===== config.mk =====
export PLATFORM = sky130hd
export DESIGN_NAME = radix_digit_converter_top
export DESIGN_NICKNAME = d
export VERILOG_FILES = /design/src/rtl/core/rdc_pkg.sv /design/src/rtl/core/rdc_cell.sv /design/src/rtl/core/radix_digit_converter_top.sv
export SDC_FILE = /design/constraint.sdc
export NUM_CORES = 1
export LEC_CHECK = 0
export BUFFER_PORTS_ARGS = -buffer_cell sky130_fd_sc_hd__buf_2
export CAP_MARGIN = 20
export CORE_MARGIN = 8
export CORE_UTILIZATION = 45
export CTS_CLUSTER_DIAMETER = 80
export DETAILED_ROUTE_END_ITERATION = 8
export HOLD_SLACK_MARGIN = 0.08
export PLACE_DENSITY = 0.69
export SYNTH_ARGS = -nofsm -noshare
export SYNTH_HDL_FRONTEND = slang
export SYNTH_HIERARCHICAL = 1
export SYNTH_SLANG_ARGS = --single-unit

===== constraint.sdc =====
create_clock -name clk -period 9 [get_ports clk]
set_clock_uncertainty 0.15 [all_clocks]
set_input_delay 0.45 -clock clk [delete_from_list [all_inputs] [get_ports clk]]
set_output_delay 0.45 -clock clk [all_outputs]
set_load 0.02 [all_outputs]

===== src/rtl/core/rdc_pkg.sv =====
// Shared types, constants and helpers for the radix digit converter.
// Used by rdc_cell and radix_digit_converter_top; no dependencies.
package rdc_pkg;

  // Width of the converted value and of the digit chain
  localparam int VALUE_WIDTH = 31;
  localparam int NUM_CELLS   = VALUE_WIDTH;

  // Fixed field widths of the stream words
  localparam int VALUE_FIELD_W = 31;
  localparam int RADIX_W       = 5;
  localparam int IN_TDATA_W    = 40;
  localparam int CHAR_W        = 7;
  localparam int OUT_TDATA_W   = 8;
  localparam int DIGIT_W       = 4;

  // Counter widths
  localparam int CNT_W = $clog2(VALUE_WIDTH + NUM_CELLS);
  localparam int REM_W = $clog2(NUM_CELLS + 1);

  // Radix limits and character codes
  localparam logic [RADIX_W-1:0] RADIX_MIN    = 5'd2;
  localparam logic [RADIX_W-1:0] RADIX_MAX    = 5'd16;
  localparam logic [CHAR_W-1:0]  CHAR_ZERO    = 7'd48;
  localparam logic [CHAR_W-1:0]  CHAR_LETTER_A = 7'd65;
  localparam logic [DIGIT_W-1:0] FIRST_LETTER = 4'd10;

  // Per-cycle command to every cell of the chain
  typedef struct packed {
    logic               clear;
    logic               convert;
    logic               shift;
    logic [RADIX_W-1:0] radix;
  } cell_ctrl_t;

  // Map a digit value to its ASCII character
  function automatic logic [CHAR_W-1:0] digit_to_ascii(input logic [DIGIT_W-1:0] d);
    logic [CHAR_W-1:0] ch;
    if (d < FIRST_LETTER) begin
      ch = CHAR_ZERO + {3'b000, d};
    end else begin
      ch = CHAR_LETTER_A + {3'b000, d - FIRST_LETTER};
    end
    return ch;
  endfunction

endpackage


===== src/rtl/core/rdc_cell.sv =====
// One digit cell of the conversion chain: doubles its digit and adds the
// incoming carry modulo the radix, or shifts its digit up for readout.
// Depends on rdc_pkg.
module rdc_cell
  import rdc_pkg::*;
(
  input  logic               clk,
  input  logic               rst_n,
  input  cell_ctrl_t         ctrl,
  input  logic               v_in,
  input  logic               c_in,
  input  logic [DIGIT_W-1:0] d_in,
  output logic               v_out,
  output logic               c_out,
  output logic [DIGIT_W-1:0] d_out
);

  logic [DIGIT_W-1:0] d_r, d_nxt;
  logic               c_r;
  logic               v_r;
  logic [RADIX_W-1:0] sum;
  logic [RADIX_W-1:0] diff;
  logic               ge;

  // Double the digit, add the carry, reduce once by the radix
  always_comb begin
    sum  = {d_r, c_in};
    ge   = (sum >= ctrl.radix);
    diff = sum - ctrl.radix;
    d_nxt = ge ? diff[DIGIT_W-1:0] : sum[DIGIT_W-1:0];
  end

  // Valid token travels with the carry to the next cell
  always_ff @(posedge clk) begin
    if (!rst_n) begin
      v_r <= 1'b0;
    end else if (ctrl.convert) begin
      v_r <= v_in;
    end else begin
      v_r <= 1'b0;
    end
  end

  // Digit and carry update
  always_ff @(posedge clk) begin
    if (ctrl.clear) begin
      d_r <= '0;
      c_r <= 1'b0;
    end else if (ctrl.convert && v_in) begin
      d_r <= d_nxt;
      c_r <= ge;
    end else if (ctrl.shift) begin
      d_r <= d_in;
    end
  end

  assign v_out = v_r;
  assign c_out = c_r;
  assign d_out = d_r;

endmodule


===== src/rtl/core/radix_digit_converter_top.sv =====
// Integer to base-N digit string converter: a chain of digit cells and
// its sequencer, with a registered output word. Depends on rdc_pkg, rdc_cell.
//
// Each input word carries a value and a radix (saturated to 2..16). The value
// bits enter the cell chain most significant first; each cell holds one digit
// and passes a registered carry to the next, so the chain settles once the
// last value bit has rippled through every cell. The chain then shifts upward,
// dropping leading zeros at one per cycle, and emits one ASCII character per
// cycle while the output is not stalled, most significant first, with tlast on
// the final one. The time from one accepted word to the next is set by the
// carry wavefront through the chain and the serial readout; output stalls add
// to this. A new word is accepted once the last character has entered the
// output register.
module radix_digit_converter_top
  import rdc_pkg::*;
(
  input  logic                   clk,
  input  logic                   rst_n,
  // in_tdata: value [30:0], radix [35:31], zero pad [39:36]
  input  logic                   in_tvalid,
  output logic                   in_tready,
  input  logic [IN_TDATA_W-1:0]  in_tdata,
  // out_tdata: digit_char [6:0], zero pad [7]
  output logic                   out_tvalid,
  input  logic                   out_tready,
  output logic [OUT_TDATA_W-1:0] out_tdata,
  output logic                   out_tlast
);

  localparam logic [1:0] ST_IDLE = 2'd0;
  localparam logic [1:0] ST_CONV = 2'd1;
  localparam logic [1:0] ST_SKIP = 2'd2;
  localparam logic [1:0] ST_EMIT = 2'd3;

  logic [1:0]             state_r, state_nxt;
  logic [CNT_W-1:0]       cnt_r, cnt_nxt;
  logic [REM_W-1:0]       rem_r, rem_nxt;
  logic [VALUE_WIDTH-1:0] value_r, value_nxt;
  logic [RADIX_W-1:0]     radix_r, radix_nxt;
  logic                   out_valid_r, out_valid_nxt;
  logic [CHAR_W-1:0]      out_char_r, out_char_nxt;
  logic                   out_last_r, out_last_nxt;

  logic                   accept;
  logic                   out_free;
  logic                   feed_valid;
  logic [RADIX_W-1:0]     radix_in;
  cell_ctrl_t             ctrl;

  logic [DIGIT_W-1:0]     d_w [NUM_CELLS];
  logic                   v_w [NUM_CELLS];
  logic                   c_w [NUM_CELLS];
  logic [DIGIT_W-1:0]     top_digit;

  assign accept     = in_tvalid && in_tready;
  assign in_tready  = (state_r == ST_IDLE);
  assign out_free   = !out_valid_r || out_tready;
  assign feed_valid = (state_r == ST_CONV) && (cnt_r < CNT_W'(VALUE_WIDTH));
  assign top_digit  = d_w[NUM_CELLS-1];

  // Saturate the incoming radix
  always_comb begin
    radix_in = in_tdata[VALUE_FIELD_W +: RADIX_W];
    if (radix_in < RADIX_MIN) begin
      radix_in = RADIX_MIN;
    end else if (radix_in > RADIX_MAX) begin
      radix_in = RADIX_MAX;
    end
  end

  // Sequencer
  always_comb begin
    state_nxt     = state_r;
    cnt_nxt       = cnt_r;
    rem_nxt       = rem_r;
    value_nxt     = value_r;
    radix_nxt     = radix_r;
    out_valid_nxt = out_valid_r && !out_tready;
    out_char_nxt  = out_char_r;
    out_last_nxt  = out_last_r;
    ctrl.clear    = 1'b0;
    ctrl.convert  = 1'b0;
    ctrl.shift    = 1'b0;
    ctrl.radix    = radix_r;
    case (state_r)
      ST_IDLE: begin
        if (accept) begin
          value_nxt  = VALUE_WIDTH'(in_tdata[VALUE_FIELD_W-1:0]);
          radix_nxt  = radix_in;
          cnt_nxt    = '0;
          ctrl.clear = 1'b1;
          state_nxt  = ST_CONV;
        end
      end
      ST_CONV: begin
        // Feed one bit per cycle and let the carries ripple up the chain
        ctrl.convert = 1'b1;
        value_nxt    = {value_r[VALUE_WIDTH-2:0], 1'b0};
        cnt_nxt      = cnt_r + 1'b1;
        if (cnt_r == CNT_W'(VALUE_WIDTH + NUM_CELLS - 2)) begin
          rem_nxt   = REM_W'(NUM_CELLS);
          state_nxt = ST_SKIP;
        end
      end
      ST_SKIP: begin
        // Drop leading zeros, keep at least one digit
        if (top_digit == '0 && rem_r > REM_W'(1)) begin
          ctrl.shift = 1'b1;
          rem_nxt    = rem_r - 1'b1;
        end else begin
          state_nxt = ST_EMIT;
        end
      end
      ST_EMIT: begin
        // Emit the top digit whenever the output register frees up
        if (out_free) begin
          out_valid_nxt = 1'b1;
          out_char_nxt  = digit_to_ascii(top_digit);
          out_last_nxt  = (rem_r == REM_W'(1));
          ctrl.shift    = 1'b1;
          rem_nxt       = rem_r - 1'b1;
          if (rem_r == REM_W'(1)) begin
            state_nxt = ST_IDLE;
          end
        end
      end
      default: begin
        state_nxt = ST_IDLE;
      end
    endcase
  end

  // Control registers
  always_ff @(posedge clk) begin
    if (!rst_n) begin
      state_r     <= ST_IDLE;
      out_valid_r <= 1'b0;
    end else begin
      state_r     <= state_nxt;
      out_valid_r <= out_valid_nxt;
    end
  end

  // Payload registers
  always_ff @(posedge clk) begin
    cnt_r      <= cnt_nxt;
    rem_r      <= rem_nxt;
    value_r    <= value_nxt;
    radix_r    <= radix_nxt;
    out_char_r <= out_char_nxt;
    out_last_r <= out_last_nxt;
  end

  // Digit cell chain, least significant digit in cell 0
  genvar gi;
  generate
    for (gi = 0; gi < NUM_CELLS; gi++) begin : g_cell
      if (gi == 0) begin : g_first
        rdc_cell u_cell (
          .clk   (clk),
          .rst_n (rst_n),
          .ctrl  (ctrl),
          .v_in  (feed_valid),
          .c_in  (value_r[VALUE_WIDTH-1]),
          .d_in  ({DIGIT_W{1'b0}}),
          .v_out (v_w[gi]),
          .c_out (c_w[gi]),
          .d_out (d_w[gi])
        );
      end else begin : g_next
        rdc_cell u_cell (
          .clk   (clk),
          .rst_n (rst_n),
          .ctrl  (ctrl),
          .v_in  (v_w[gi-1]),
          .c_in  (c_w[gi-1]),
          .d_in  (d_w[gi-1]),
          .v_out (v_w[gi]),
          .c_out (c_w[gi]),
          .d_out (d_w[gi])
        );
      end
    end
  endgenerate

  assign out_tvalid = out_valid_r;
  assign out_tdata  = {1'b0, out_char_r};
  assign out_tlast  = out_last_r;

`ifndef SYNTHESIS
  // The chain is long enough: the top cell never overflows
  a_no_top_carry: assert property (@(posedge clk) disable iff (!rst_n)
    !(v_w[NUM_CELLS-1] && c_w[NUM_CELLS-1]))
    else $error("carry out of the top digit cell");

  // Every emitted word is a legal digit character
  a_char_legal: assert property (@(posedge clk) disable iff (!rst_n)
    out_valid_r |-> ((out_char_r >= 7'd48 && out_char_r <= 7'd57) ||
                     (out_char_r >= 7'd65 && out_char_r <= 7'd70)))
    else $error("illegal digit character on output");

  // Readout starts on a nonzero digit unless only one is left
  a_no_leading_zero: assert property (@(posedge clk) disable iff (!rst_n)
    (state_r == ST_EMIT && $past(state_r) == ST_SKIP && rem_r > REM_W'(1))
      |-> (top_digit != '0))
    else $error("leading zero reached readout");

  // Top digit stays below the radix while an item is in flight
  a_digit_range: assert property (@(posedge clk) disable iff (!rst_n)
    (state_r != ST_IDLE && $past(state_r) != ST_IDLE) |-> ({1'b0, top_digit} < radix_r))
    else $error("digit not below radix");
`endif

endmodule

Word level (Yosys, flattened, before mapping)
Cells that the tools add are included. Widths: inputs -> output; s select.

Shift operators: 0. Multipliers: 0. Divide/modulo/power cells: 0. Eq/ne operators: 11. Mux-type cells: 117. Reductions and logical operators: 80. Order comparisons: 36. $add $sub $neg: 36. Bitwise logic cells: 0.

Operator list (count): $mux 4 (93); $ge 5x5->1 (31); $sub 4x4->4 (31); $reduce_bool 2->1 (32); $pmux 31 s2 (1); $logic_and 1x1->1 (35); $mux 31 (1); $mux 5 (4); $pmux 5 s3 (1); $pmux 6 s2 (1); $mux 2 (5); $ne 2x2->1 const B (4); $pmux 2 s4 (1); $reduce_and 2->1 (4); $add 6x4->7 const A (1); $add 7x4->7 const A (1); $mux 1 (7); $mux 7 (1); $add 6x1->6 const B (1); $eq 6x6->1 const B (1); $lt 6x5->1 const B (1); $mux 6 (1); $eq 5x1->1 const B (1); $gt 5x1->1 const B (1); 17 further kinds (20).

Memory bits (read-only): 0. Bits in registers: 242. Output and inout port bits: 11. Memory bits (writable): 0. Memories: 0. Logic and storage cells: 380. Latch bits: 0.

Depth between registers and ports, before layout
Word-level depth: 6. Gate-level depth with buffers: 9. Gate-level depth less buffers: 8.

Modules after synthesis
Netlist, hierarchy kept.

Modules (own cells, without submodules): rdc_cell at g_cell[0].g_first.u_cell ... (cells an instance 48, seq. area each 120.1 um^2, times used 30, area each 466.7 um^2); radix_digit_converter_top (cells an instance 193, seq. area each 1711.6 um^2, times used 1, area each 2761.4 um^2); rdc_cell at g_cell[7].g_next.u_cell (cells an instance 49, seq. area each 120.1 um^2, times used 1, area each 474.2 um^2).

Worst setup path after synthesis
Ideal clock, no wire load.

Path kind: register to register. From: register state_r[0]. To: register g_cell[7].g_next.u_cell.d_r[1]. Setup slack: 2218 ps. Clock period less this slack: 6782 ps. Data arrival time: 6509 ps. Path buffers: 0. Library setup time: 123 ps. Cell stages (with the launch flop): 7. Cells stage by stage: dfxtp_1 > ha_1 > nor2b_1 > nand2b_1 > mux2i_1 > nor3_1 > a311o_2.

RTL lines: start: declaration (line radix_digit_converter_top.sv:35) `logic [1:0] state_r, state_nxt;`; start signal: assignment (line radix_digit_converter_top.sv:139) `state_r <= state_nxt;`; end signal: assignment (line rdc_cell.sv:50) `d_r <= d_nxt;`; end signal: assignment (line rdc_cell.sv:53) `d_r <= d_in;`; end: declaration (line rdc_cell.sv:18) `logic [DIGIT_W-1:0] d_r, d_nxt;`.

==> flow_summary.rst <==
.. list-table::
   :header-rows: 1

   * - Metric
     - Value
   * - Core region area
     - 37670 um2
   * - Startpoint-to-endpoint class of the critical path
     - flip-flop to flip-flop
   * - Number of fill cells in the layout
     - 3393
   * - Final antenna-violating net count
     - 0
   * - Global-route wire length before repair
     - 63960 um
   * - Total number of vias
     - 12540
   * - Post-detailed-route DRC marker count
     - 0
   * - Number of detailed-route iterations in the first pass
     - 5
   * - Uppermost metal layer occupied by signal nets
     - met4
   * - Endpoint class of the critical path
     - flip-flop
   * - Area enclosed by the die boundary
     - 44680 um2
   * - Share of cells above drive strength 1
     - 16.46%
   * - Root buf cell
     - clkbuf_16
   * - Yosys warns
     - 6
   * - Area added between synthesis and finish
     - 12.59%
   * - Worst vdd rail ir drop
     - 228.5 uV
   * - Number of failing hold endpoints at the final stage
     - 0
   * - Mean cell area of the mapped netlist
     - 10.24 um2
   * - Number of antenna cells inserted
     - 0
   * - Unrepaired setup endpoints after global routing
     - no
   * - P_leak
     - 8.796 nW
   * - Number of placed I/O pins
     - 55
   * - Die Y-Extent
     - 211.4 um
   * - Gate Count Post-Synth
     - 1677
   * - Metal-1 WL
     - 17100 um
   * - Final Max Slew Viols
     - 0
   * - Die extent in x
     - 211.4 um
   * - GRT Util Overall
     - 16.76%
   * - Worst-Margin Slew
     - 1.022 ns
   * - Status
     - finished clean
   * - Sort of element at the start of the critical path
     - flip-flop
   * - Insertion delay to the later sink of the worst-skew pair
     - 0.58 ns
   * - Sequential share of power
     - 31.7%
   * - Post-CTS Repair Setup Buffers
     - 0
   * - Fin Hold WS
     - 0.2227 ns
   * - Max_cap viols
     - 0
   * - Sum of negative setup slack
     - 0 ns
   * - Class of the tightest hold or removal check
     - input pin to flip-flop
   * - Inserted Clock Buffers
     - 29
   * - Grt ovf
     - 0
   * - DP Wirelength
     - 23720 um
   * - Post-layout net count
     - 2012
   * - Number of gates resized after CTS
     - 0
   * - TritonCTS clock tree
     - built
   * - Internal
     - 2.583 mW
   * - Count of final setup violators
     - 0
   * - Areal power density over the cells
     - 218.3 nW/um2
   * - Setup WS pre-CTS
     - 5.061 ns
   * - Antenna violations before repair
     - 0
   * - Clock sink count
     - 242
   * - Drt first-iter violations
     - 621
   * - Proportion of power drawn by combinational gates
     - 40.4%
   * - Post-route clock period utilization
     - 44.03%
   * - Mean number of vias per cell
     - 5.443
   * - Maximum achievable frequency
     - 252.4 MHz
   * - Routed wirelength normalized by instance count
     - 16.20 um
   * - Clock-pin slew reported for the worst setup and hold paths after clock tree synthesis
     - 0.06 ns
   * - Clock H-tree levels
     - 1
   * - Post-Syn Area
     - 17180 um2
   * - CTS Buffer Depth
     - 3
   * - Switch share
     - 38.81%
   * - Critical Path AT
     - 4.22 ns
   * - Amount of wire on met3 after detailed routing
     - 763 um
   * - Routability-driven placement congestion ratio
     - 0.7765
   * - Number of global-route vias before repair
     - 12920
   * - Highest fanout seen on the critical path
     - 88
   * - Clk network pwr share
     - 27.9%
   * - Power Total
     - 4.222 mW
   * - Number of buffer cells added on primary ports
     - 49
   * - Met2 Routed Length
     - 18810 um
   * - Required time of the critical path
     - 9.26 ns
   * - Row cnt
     - 71
   * - Largest net degree at the start of global routing
     - 103
   * - Final setup slack of the worst path
     - 5.037 ns
   * - Hold_buf cts
     - 37
   * - Headroom to the max-slew limit
     - 31.85%
   * - Wire length after detailed routing
     - 37310 um
   * - Switching power
     - 1.638 mW
   * - Starting density of the core
     - 45.61%
   * - Shortest clock period the worst path allows after layout
     - 3.963 ns
[worst max-delay path: stages (launching register included)]
cell and delay, ns:
dfxtp_1 0.43, ha_1 0.36, nor2b_1 0.64, nand2b_4 0.89, buf_4 0.79, nor2b_1 0.10
a211oi_1 0.27, a211oi_2 0.07
[sequential cells by signal, summed over array words and instances (netlist names)]
register                     flops
g_cell.g_next.u_cell/v_out      29
radix_r                          5
value_r                         31
g_cell.g_next.u_cell/c_out      29
state_r                          2
cnt_r                            6
out_tvalid                       1
g_cell.g_first.u_cell/v_out      1
g_cell.g_next.u_cell/d_out     120
g_cell.g_first.u_cell/c_out      1
out_char_r                       7
out_tlast                        1
rem_r                            5
g_cell.g_first.u_cell/d_out      4
[path summary, 6_finish.rpt]
| kind | slack [ns] | endpoint | start | depth (start not counted) |
|---|---|---|---|---|
| worst max-delay path | 5.04 | g_cell[26].g_next.u_cell/d_out[0]$_SDFFE_PP0P_ | state_r[0]$_SDFFE_PN0P_ | 7 |
| worst min-delay path | 0.22 | state_r[0]$_SDFFE_PN0P_ | in_tvalid | 5 |
| worst max register to register | 5.04 | g_cell[26].g_next.u_cell/d_out[0]$_SDFFE_PP0P_ | state_r[0]$_SDFFE_PN0P_ | 7 |
| worst min register to register | 0.32 | g_cell[17].g_next.u_cell/v_out$_SDFF_PN0_ | g_cell[16].g_next.u_cell/v_out$_SDFF_PN0_ | 1 |
[power by group through the flow]
stage          combinational [mW]  clock [mW]  sequential, mW
2_1_floorplan                1.27           0            1.36
3_3_place_gp                 1.64           0            1.35
3_5_place_dp                 1.69           0            1.35
4_1_cts                      1.71        1.21            1.33
5_1_grt                      1.89        1.26            1.35
6_report                     1.71        1.18            1.34
[per-stage QoR]
stage	cells	area (um2)	utilization, %
after floorplan	1681	17190	-
after global placement	2213	18020	47.85
after detailed placement	2213	18020	47.85
after CTS	2303	19340	51.35
after global routing	2303	19340	51.35
final	2303	19340	51.35
[layout by cell type (no fill, tap or decap), types with 3 or more instances in the layout]
cell	instances
a211oi_1	245
a211oi_2	31
a21o_1	31
a21oi_2	31
a31oi_4	31
and2_1	36
and3_1	31
buf_2	49
buf_4	9
bufinv_16	3
clkbuf_1	8
clkbuf_16	29
clkbuf_8	3
clkinv_1	5
clkinv_2	4
conb_1	5
dfxtp_1	187
dlygate4sd3_1	37
edfxtp_1	55
fa_1	31
ha_1	166
inv_1	198
mux2_2	31
mux2_4	31
mux2i_1	95
nand2_1	38
nand3_1	4
nor2_1	38
nor2b_1	159
nor3_1	3
o21ai_0	38
o21ai_2	31
xnor2_1	8
xor2_1	64
[layout make-up]
type	instances	area (um2)	share of cell area [%]
timing repair buffer	95	683.2	3.532
clock buffer	40	797.0	4.121
sequential	242	5395	27.89
inverter	198	743.2	3.843
tap	511	639.4	3.306
clock inverter	13	148.9	0.7698
multi-input combinational	1204	10930	56.53
[per-layer routing]
layer	GRT usage, %	vias to the layer above
met1	21.48	6092
met2	29.88	124
li1	-	6270
met3	2.070	50
met5	0	-
met4	3.523	0
No activity file was read; power rests on OpenSTA's default activity.
